**src/bced_pkg.sv**
```systemverilog
// Shared types and constants of the button click event detector.
`default_nettype none

package bced_pkg;

   // Per-button debounce and click phase.
   typedef enum logic [1:0] {
      PH_IDLE         = 2'd0,
      PH_DEBOUNCE     = 2'd1,
      PH_WAIT_RELEASE = 2'd2,
      PH_WAIT_SECOND  = 2'd3
   } phase_type;

   // Bit positions inside the event enable register.
   localparam int EV_LONG_BIT   = 0;
   localparam int EV_DOUBLE_BIT = 1;
   localparam int EV_SINGLE_BIT = 2;

   // Configuration register indexes.
   localparam logic [2:0] CSR_EVENT_ENABLE  = 3'd0;
   localparam logic [2:0] CSR_LONG_PRESS_MS = 3'd1;
   localparam logic [2:0] CSR_DOUBLE_GAP_MS = 3'd2;
   localparam logic [2:0] CSR_DEBOUNCE_MS   = 3'd3;
   localparam logic [2:0] CSR_ENABLED_COUNT = 3'd4;

   // Configuration reset values.
   localparam logic [2:0]  RST_EVENT_ENABLE  = 3'd7;
   localparam logic [15:0] RST_LONG_PRESS_MS = 16'd1000;
   localparam logic [15:0] RST_DOUBLE_GAP_MS = 16'd300;
   localparam logic [7:0]  RST_DEBOUNCE_MS   = 8'd20;
   localparam logic [3:0]  RST_ENABLED_COUNT = 4'd8;

   // Pins carried by one request.
   localparam int PINS = 8;

   // Request payload: one update tick.
   typedef struct packed {
      logic [31:0] now_ms;
      logic [7:0]  pin_levels;
   } req_type;

   // Response payload: events of one tick.
   typedef struct packed {
      logic [7:0] click_mask;
      logic [7:0] double_mask;
      logic [7:0] long_mask;
      logic [7:0] pressed_mask;
   } rsp_type;

   // Timing and enable settings shared by all buttons.
   typedef struct packed {
      logic [2:0]  event_enable;
      logic [15:0] long_press_ms;
      logic [15:0] double_gap_ms;
      logic [7:0]  debounce_ms;
   } cfg_type;

   // Events produced by one button in one tick.
   typedef struct packed {
      logic single_click;
      logic double_click;
      logic long_press;
   } event_type;

endpackage

`default_nettype wire

```
**src/bced_button.sv**
```systemverilog
// State machine and time stamps of one button.
`default_nettype none

module bced_button
   import bced_pkg::*;
(
   input  wire logic        clock,
   input  wire logic        reset,
   input  wire logic        step,
   input  wire logic        down,
   input  wire logic [31:0] now_ms,
   input  wire cfg_type     cfg,
   output event_type        events,
   output logic             level_next
);

   phase_type   phase_ff, phase_in;
   logic        level_ff;
   logic [31:0] press_stamp_ff;
   logic [31:0] release_stamp_ff;

   logic [31:0] held_ms;
   logic [31:0] gap_ms;
   logic        debounced;
   logic        long_hit;
   logic        gap_over;
   logic        capture_press;
   logic        capture_release;

   // Modular elapsed times and threshold compares.
   assign held_ms   = now_ms - press_stamp_ff;
   assign gap_ms    = now_ms - release_stamp_ff;
   assign debounced = held_ms >= {24'd0, cfg.debounce_ms};
   assign long_hit  = cfg.event_enable[EV_LONG_BIT] && (held_ms >= {16'd0, cfg.long_press_ms});
   assign gap_over  = gap_ms > {16'd0, cfg.double_gap_ms};

   // Next phase.
   always_comb begin
      phase_in = phase_ff;
      unique case (phase_ff)
         PH_IDLE: begin
            if (down) phase_in = PH_DEBOUNCE;
         end
         PH_DEBOUNCE: begin
            if (!down) phase_in = PH_IDLE;
            else if (debounced) phase_in = PH_WAIT_RELEASE;
         end
         PH_WAIT_RELEASE: begin
            if (!down) begin
               if (long_hit) phase_in = PH_IDLE;
               else if (cfg.event_enable[EV_DOUBLE_BIT]) phase_in = PH_WAIT_SECOND;
               else phase_in = PH_IDLE;
            end
         end
         PH_WAIT_SECOND: begin
            if (down) phase_in = PH_DEBOUNCE;
            else if (gap_over) phase_in = PH_IDLE;
         end
         default: phase_in = PH_IDLE;
      endcase
   end

   // Events and time stamp captures.
   always_comb begin
      events          = '0;
      capture_press   = 1'b0;
      capture_release = 1'b0;
      unique case (phase_ff)
         PH_IDLE: begin
            capture_press = down;
         end
         PH_DEBOUNCE: begin
         end
         PH_WAIT_RELEASE: begin
            if (!down) begin
               capture_release = 1'b1;
               if (long_hit) events.long_press = 1'b1;
               else if (!cfg.event_enable[EV_DOUBLE_BIT])
                  events.single_click = cfg.event_enable[EV_SINGLE_BIT];
            end
         end
         PH_WAIT_SECOND: begin
            if (down) begin
               capture_press       = 1'b1;
               events.double_click = !gap_over;
            end else if (gap_over) begin
               events.single_click = cfg.event_enable[EV_SINGLE_BIT];
            end
         end
         default: begin
         end
      endcase
      // A button that does not step in this tick reports nothing.
      if (!step) events = '0;
   end

   assign level_next = step ? down : level_ff;

   // Control state.
   always_ff @(posedge clock) begin
      if (reset) begin
         phase_ff <= PH_IDLE;
         level_ff <= 1'b0;
      end else if (step) begin
         phase_ff <= phase_in;
         level_ff <= down;
      end
   end

   // Time stamps are always written before they are read.
   always_ff @(posedge clock) begin
      if (step && capture_press) press_stamp_ff <= now_ms;
      if (step && capture_release) release_stamp_ff <= now_ms;
   end

endmodule

`default_nettype wire

```
**src/button_click_event_detector.sv**
```systemverilog
// Top level of the button click event detector.
//
// Usage: each request transfer on req_* is one update tick carrying a
// millisecond time stamp and the active-low levels of eight button pins.
// Every tick gives exactly one response transfer on rsp_* with masks of
// the single clicks, double clicks and long presses seen in that tick and
// the stored pressed level of each button.
// The request is registered in the input register; the per-button
// machines update from it and the response register loads at the same
// edge, when the response register is free or its response is taken.
// One tick per cycle is sustained while rsp_ready stays high; the response
// register and the input register let a new request be taken while a
// finished response waits.
// When rsp_ready is low, the response holds and the input register fills;
// req_ready then drops until the response is taken.
// Reset empties both registers, puts every button in the idle phase with
// its pressed level cleared and loads default settings. The user must write
// settings through csr_* only while no tick is in flight; no check enforces it.
`default_nettype none

module button_click_event_detector
   import bced_pkg::*;
#(
   parameter int BUTTONS = 8
) (
   input  wire logic        clock,
   input  wire logic        reset,
   input  wire logic        req_valid,
   output logic             req_ready,
   input  wire req_type     req_data,
   output logic             rsp_valid,
   input  wire logic        rsp_ready,
   output rsp_type          rsp_data,
   input  wire logic        csr_write,
   input  wire logic [2:0]  csr_index,
   input  wire logic [15:0] csr_data
);

   cfg_type     cfg_ff;
   logic [3:0]  count_ff;
   logic        in_valid_ff;
   req_type     in_ff;
   logic        rsp_valid_ff;
   rsp_type     rsp_ff, rsp_in;
   logic        advance;
   logic        work;

   event_type   cell_events [BUTTONS];
   logic [BUTTONS-1:0] cell_level;

   // Settings registers.
   always_ff @(posedge clock) begin
      if (reset) begin
         cfg_ff.event_enable  <= RST_EVENT_ENABLE;
         cfg_ff.long_press_ms <= RST_LONG_PRESS_MS;
         cfg_ff.double_gap_ms <= RST_DOUBLE_GAP_MS;
         cfg_ff.debounce_ms   <= RST_DEBOUNCE_MS;
         count_ff             <= RST_ENABLED_COUNT;
      end else if (csr_write) begin
         unique case (csr_index)
            CSR_EVENT_ENABLE:  cfg_ff.event_enable  <= csr_data[2:0];
            CSR_LONG_PRESS_MS: cfg_ff.long_press_ms <= csr_data;
            CSR_DOUBLE_GAP_MS: cfg_ff.double_gap_ms <= csr_data;
            CSR_DEBOUNCE_MS:   cfg_ff.debounce_ms   <= csr_data[7:0];
            CSR_ENABLED_COUNT: count_ff             <= csr_data[3:0];
            default: begin
            end
         endcase
      end
   end

   // Handshake: the tick moves on when the response register is free.
   assign advance   = !rsp_valid_ff || rsp_ready;
   assign work      = in_valid_ff && advance;
   assign req_ready = !in_valid_ff || advance;

   // Input register.
   always_ff @(posedge clock) begin
      if (reset) in_valid_ff <= 1'b0;
      else if (req_ready) in_valid_ff <= req_valid;
   end

   always_ff @(posedge clock) begin
      if (req_valid && req_ready) in_ff <= req_data;
   end

   // One machine per button; buttons past the enabled count stay frozen and report no events.
   for (genvar i = 0; i < BUTTONS; i++) begin : g_button
      localparam logic [5:0] Index = 6'(i);
      logic enabled;
      logic down;

      assign enabled = {2'b00, count_ff} > Index;

      if (i < PINS) begin : g_pin
         assign down = !in_ff.pin_levels[i];
      end else begin : g_nopin
         assign down = 1'b0;
      end

      bced_button u_button (
         .clock      (clock),
         .reset      (reset),
         .step       (work && enabled),
         .down       (down),
         .now_ms     (in_ff.now_ms),
         .cfg        (cfg_ff),
         .events     (cell_events[i]),
         .level_next (cell_level[i])
      );
   end

   // Gather the masks of the buttons that have a pin.
   for (genvar j = 0; j < PINS; j++) begin : g_mask
      if (j < BUTTONS) begin : g_used
         assign rsp_in.click_mask[j]   = cell_events[j].single_click;
         assign rsp_in.double_mask[j]  = cell_events[j].double_click;
         assign rsp_in.long_mask[j]    = cell_events[j].long_press;
         assign rsp_in.pressed_mask[j] = cell_level[j];
      end else begin : g_unused
         assign rsp_in.click_mask[j]   = 1'b0;
         assign rsp_in.double_mask[j]  = 1'b0;
         assign rsp_in.long_mask[j]    = 1'b0;
         assign rsp_in.pressed_mask[j] = 1'b0;
      end
   end

   // Response register.
   always_ff @(posedge clock) begin
      if (reset) rsp_valid_ff <= 1'b0;
      else if (advance) rsp_valid_ff <= in_valid_ff;
   end

   always_ff @(posedge clock) begin
      if (work) rsp_ff <= rsp_in;
   end

   assign rsp_valid = rsp_valid_ff;
   assign rsp_data  = rsp_ff;

endmodule

`default_nettype wire

```
**config.mk**
```make
export PLATFORM = sky130hd
export DESIGN_NAME = button_click_event_detector
export DESIGN_NICKNAME = d
export VERILOG_FILES = /design/src/bced_pkg.sv /design/src/bced_button.sv /design/src/button_click_event_detector.sv
export SDC_FILE = /design/constraint.sdc
export NUM_CORES = 2
export LEC_CHECK = 0
export BUFFER_PORTS_ARGS = -buffer_cell sky130_fd_sc_hd__buf_2
export CAP_MARGIN = 5
export CORE_MARGIN = 2
export CORE_UTILIZATION = 50
export DETAILED_ROUTE_END_ITERATION = 8
export MAX_ROUTING_LAYER = met4
export PLACE_DENSITY_LB_ADDON = 0.08
export SETUP_SLACK_MARGIN = 0.1
export SLEW_MARGIN = 20
export SYNTH_ARGS = -nofsm -noshare
export SYNTH_HDL_FRONTEND = slang
export SYNTH_HIERARCHICAL = 1
export SYNTH_SLANG_ARGS = --single-unit
```
**constraint.sdc**
```tcl
create_clock -name clock -period 7.5 [get_ports clock]
set_input_delay 0.375 -clock clock [delete_from_list [all_inputs] [get_ports clock]]
set_output_delay 0.375 -clock clock [all_outputs]
set_load 0.02 [all_outputs]
```
## Word level (Yosys, flattened, before mapping)

Index checks and enable logic that the tools add are counted.
Widths: inputs -> output; s select.

| operators by class | value |
|---|---|
| bitwise gates (word level) | 16 |
| magnitude comparators | 32 |
| $add $sub $neg | 16 |
| equal/unequal tests | 60 |
| reduce and logical (&&, ||, !) cells | 92 |
| muxes and demuxes | 154 |

Operators by type and width:

| cell | number |
|---|---|
| $sub 32x32->32 | 16 |
| $ge 32x16->1 | 8 |
| $ge 32x8->1 | 8 |
| $gt 32x16->1 | 8 |
| $mux 2 | 57 |
| $mux 1 | 73 |
| $pmux 2 s4 | 8 |
| $ne 3x2->1 const B | 16 |
| $reduce_and 5->1 | 8 |
| $logic_and 1x1->1 | 34 |
| $eq 2x2->1 const B | 16 |
| $ne 2x2->1 const B | 16 |
| $pmux 1 s2 | 16 |
| $reduce_and 3->1 | 8 |
| $reduce_or 3->1 | 8 |
| $logic_not 1->1 | 18 |
| $eq 2x1->1 const B | 8 |
| $gt 4x3->1 const B | 4 |
| $logic_not 2->1 | 8 |
| $not 1->1 | 16 |
| $reduce_and 2->1 | 5 |
| $gt 4x1->1 const B | 2 |
| $gt 4x2->1 const B | 2 |
| $eq 3x2->1 const B | 2 |
| 4 further kinds | 5 |

| word-level totals | value |
|---|---|
| register bits | 657 |
| word-level logic and storage cells | 436 |
| bits of input ports | 64 |

## Depth between registers and ports, before layout

| depth | value |
|---|---|
| depth after elaboration | 6 |
| gate-level depth with buffers | 24 |
| gate-level depth less buffers | 24 |

## Hierarchy

Netlist, hierarchy kept.

By module, submodules not included:

| module | cells an instance | times used | area each (sq um) |
|---|---|---|---|
| bced_button (g_button[1].u_button ...) | 889 | 5 | 7403.4 |
| bced_button (g_button[0].u_button ...) | 844 | 2 | 7190.6 |
| bced_button (g_button[2].u_button) | 896 | 1 | 7509.7 |
| button_click_event_detector | 295 | 1 | 4340.4 |

## Least setup slack after synthesis

OpenSTA, ideal clock, no wires.

| timing path | value |
|---|---|
| path kind | reg-to-reg |
| start | register in_ff[9] (netlist name) |
| end | register rsp_ff (netlist bit rsp_data[26]), data pin |
| path buffers | 0 |
| clock period less this slack | 5.579 ns |
| library setup time | 0.256 ns |
| cell stages (with the launch flop) | 22 |
| arrival | 5.322 ns |
| required time | 7.244 ns |
| setup slack | 1.921 ns |
| cells stage by stage | edfxtp_1 > ha_1 > nor2b_1 > o2111ai_1 > nand2_1 > nand3_1 > nand2_1 > a21oi_1 > o21bai_1 > xor2_1 > ha_1 > and4_1 > nand2_1 > nor2_1 > a211oi_1 > or4_1 > nor4_1 > nand2_1 > or4_1 > or3_1 > o2bb2ai_1 > and4b_1 |

| on the way | value |
|---|---|
| cells in the longest elaborated chain, start to end | 6 |

RTL lines:

| element | RTL line | RTL |
|---|---|---|
| start, declared | button_click_event_detector.sv:42 | `req_type in_ff;` |
| start signal, assigned | button_click_event_detector.sv:84 | `if (req_valid && req_ready) in_ff <= req_data;` |
| $sub 32x32->32 | bced_button.sv:31 | `assign held_ms = now_ms - press_stamp_ff;` |
| $ge 32x16->1 | bced_button.sv:34 | `assign long_hit = cfg.event_enable[EV_LONG_BIT] && (held_ms >= {16'd0, cfg.long_press_ms});` |
| $logic_and 1x1->1 | bced_button.sv:34 |  |
| $mux 1 | bced_button.sv:77 | `if (long_hit) events.long_press = 1'b1;` |
| $mux 1 | bced_button.sv:75 | `if (!down) begin` |
| $pmux 1 s2 * | bced_button.sv:68 | `unique case (phase_ff)` |
| end signal, assigned | button_click_event_detector.sv:135 | `if (work) rsp_ff <= rsp_in;` |
| end, declared | button_click_event_detector.sv:44 | `rsp_type rsp_ff, rsp_in;` |

Mark *: on every way between the ends. The rest lies on a longest branch, timed or not.
A chain may end at the register's enable or synchronous reset.

## Final worst setup path

Ends and elaborated chain as after synthesis.

==> impl_metrics.json <==
{
  "clock_latency_ps": 680,
  "initial_core_util_pct": 50.4,
  "rsz0062_at_grt": "no",
  "start_kind": "flop",
  "cts_resized": 0,
  "yosys_warnings": 6,
  "cts.sinks": 657,
  "num-nets-final": 8397,
  "dieArea_um2": 129000,
  "slew_headroom_pct": 13.5,
  "antenna_found_initial": 26,
  "synth_most_common_cell": "inv_1",
  "finalHoldViolations": 0,
  "routabilityCongestion": 0.975,
  "stdcell_area_um2": 69300,
  "cts_tree": "built",
  "drv_slew": 0,
  "grt-ovfl-total": 0,
  "finalCriticalPeriod_ps": 5510,
  "die_h_um": 360,
  "fin_cells": 9192,
  "layout-drive-gt1-share_pct": 6.23,
  "synthTopCellsByCount": "inv_1 (951), ha_1 (856), a21oi_1 (615), edfxtp_1 (584), nand2_1 (561)",
  "via_per_inst": 6.27,
  "synthCells": 7324,
  "synth.distinct_cells": 97,
  "p_leak_nw": 29.6,
  "hold_path.class": "in -> reg",
  "drt_pass1_iterations": 6,
  "required_ps": 7930,
  "netlist_top_cells_area": "edfxtp_1 (28%), ha_1 (17%), inv_1 (5.6%)",
  "drtIter0Drc": 6157,
  "cp.arrival_ps": 5940,
  "num-fill-cells": 11737,
  "critical-path-max-stage-delay_ps": 660,
  "worst_clock_skew_ps": 21.9,
  "grt_usage_pct": 33.7,
  "max_cap_viol_count": 0,
  "synth.cell_area_um2": 63200,
  "hold_buffers": 38,
  "slowest_stage": "or4_1",
  "num_rows": 130,
  "post_cts_buffers": 0,
  "wire_per_inst_um": 23.8,
  "status": "finished clean",
  "drc": 0,
  "clk_pin_slew_ps": 60,
  "die_w_um": 360,
  "cp_max_fo": 26,
  "grt_max_degree": 81,
  "p_per_area_nw_per_um2": 165,
  "route.vias.total": 57596,
  "grt_pass1_vias": 53003,
  "io_buffers": 97,
  "dpl_cell_area_um2": 66000,
  "area_growth_pct": 9.53,
  "clock-root-buffer": "clkbuf_16",
  "finalWirelength_mm": 219,
  "antenna_left": 0,
  "tns_ps": 0,
  "cts_max_level": 3,
  "tightest_slew_ps": 1300,
  "vdd_ir_drop_max_uv": 201,
  "cts_buffers": 84,
  "setup_violations": 0,
  "yosysTopAreaCell": "edfxtp_1",
  "synth_edf_count": 584,
  "synth_nets": 8260,
  "core_um2": 126000,
  "cp-end-kind": "flop",
  "ys_seq_area_share_pct": 30.0,
  "place_hpwl_mm": 164,
  "crit_type": "reg -> reg",
  "io_pins": 98,
  "synthArstFlopShare_pct": 0,
  "synth_area_per_cell_um2": 8.64,
  "yosysTopAreaCellShare_pct": 27.7,
  "fmax_mhz": 181,
  "worstPathCellList": "buf_4, fa_1, a21o_1, a221o_1, a21o_1, a21oi_1, xnor2_1, ha_1, and4_1, nand2_1, nor2_1, a211oi_1, or4_1, nor4_1, nand2_1, or4_1, or3_1, o2bb2ai_1, and4b_1",
  "clockBufferDepth": 3,
  "grt_pass1_wl_mm": 326,
  "finalCritPeriodShare_pct": 73.5,
  "place_inst": 8986,
  "ys_ff_latch": 657,
  "ys.flop_type": "edfxtp_1"
}
## worst max-delay path: cells and delay by family (launching register included)
kind,cells,cell delay (ps)
fa+ha+maj,2,770
compound gates,6,1200
buf+inv,1,270
simple gates,9,2560
flops,1,380
xor+xnor,1,90
## metal layers
layer | global-route usage [%] | share of wire (%) | vias up
met4 | 10.9 | 3.7 | 0
met2 | 48.7 | 42 | 2221
li1 | - | - | 27358
met1 | 48.1 | 46 | 27682
met3 | 5.23 | 8.4 | 335
met5 | - | 0 | -
## layout make-up
class                      count  area [µm²]  share of cell area, %
tap                         1650        2060                   2.98
clock buffer                 106        2350                   3.40
multi-input combinational   5513       39900                   57.6
clock inverter                48         515                  0.744
timing repair buffer         253        1840                   2.66
antenna                       13        32.5                 0.0470
inverter                     952        3570                   5.16
sequential                   657       19000                   27.4
## power by group
| group | leakage (nW) | internal [mW] | switching [mW] |
|---|---|---|---|
| Combinational | 22.3 | 1.13 | 1.89 |
| Sequential | 5.93 | 4.07 | 0.0676 |
| Clock | 1.40 | 2.54 | 1.72 |
## cells by family after synthesis
group                      after synthesis  share of synthesized area (%)
DFF                                    657                           30.0
buffers and inverters                 1154                           6.99
muxes                                  121                           1.94
adders and majority gates              872                           17.4
xor gates and xnor gates               320                           4.43
and+or+nand+nor                       2034                           16.1
AOI/OAI and AO/OA                     2166                           23.0
## final timing paths
path | from | end | slack [ps] | depth (start not counted)
worst max register to register | in_ff[9] | rsp_data[26] | 1990 | 19
worst max-delay path | in_ff[9] | rsp_data[26] | 1990 | 19
worst min register to register | count_ff[0] | count_ff[0] | 540 | 2
worst min-delay path | csr_data[15] | cfg_ff[39] | 50 | 3
## state kept, by name, indices dropped and copies added, names as in the netlist, 4 cells and up
register                            flops
cfg_ff                                 43
count_ff                                4
g_button.u_button/level_ff              8
g_button.u_button/phase_ff             16
g_button.u_button/press_stamp_ff      256
g_button.u_button/release_stamp_ff    256
in_ff                                  40
rsp_data                               32
## placed cells by master (no fill, tap or decap), types with 41 or more instances in the layout
cell	Yosys	routed
a211oi_1	124	124
a31oi_1	82	82
nor2b_1	76	76
o2111ai_1	61	61
xnor2_1	211	211
xor2_1	109	109
or3_1	65	65
o21a_1	92	92
o21ai_0	340	340
nand2_1	561	561
nand2b_1	98	98
nor2_1	432	423
nor3_1	125	125
a21oi_1	615	614
o211ai_1	92	92
and3_1	62	62
mux2i_1	107	107
a311oi_1	41	41
edfxtp_1	584	584
nand3_1	158	158
ha_1	856	856
o21bai_1	47	47
and2_1	62	62
a21o_1	211	211
inv_1	951	951
buf_2	37	96
dfxtp_1	73	72
buf_4	2	112
nand4_1	158	158
a211o_1	49	49
clkbuf_16	0	90
nor4_1	65	65
## through the flow
| stage | util [%] | hold slack [ps] | worst slack [ps] | power, mW |
|---|---|---|---|---|
| 3_5_place_dp | 52.5 | 525 | 2040 | 7.14 |
| 4_1_cts | 55.1 | 9.65 | 2010 | 11.5 |
| 5_1_grt | 55.2 | 30.7 | 1610 | 11.9 |
| 6_report | 55.2 | 47.8 | 1990 | 11.4 |
| 3_3_place_gp | 52.5 | 512 | 2060 | 7.11 |
| 2_1_floorplan | - | 447 | 1920 | 6.27 |
No activity file was read; power rests on OpenSTA's default activity.
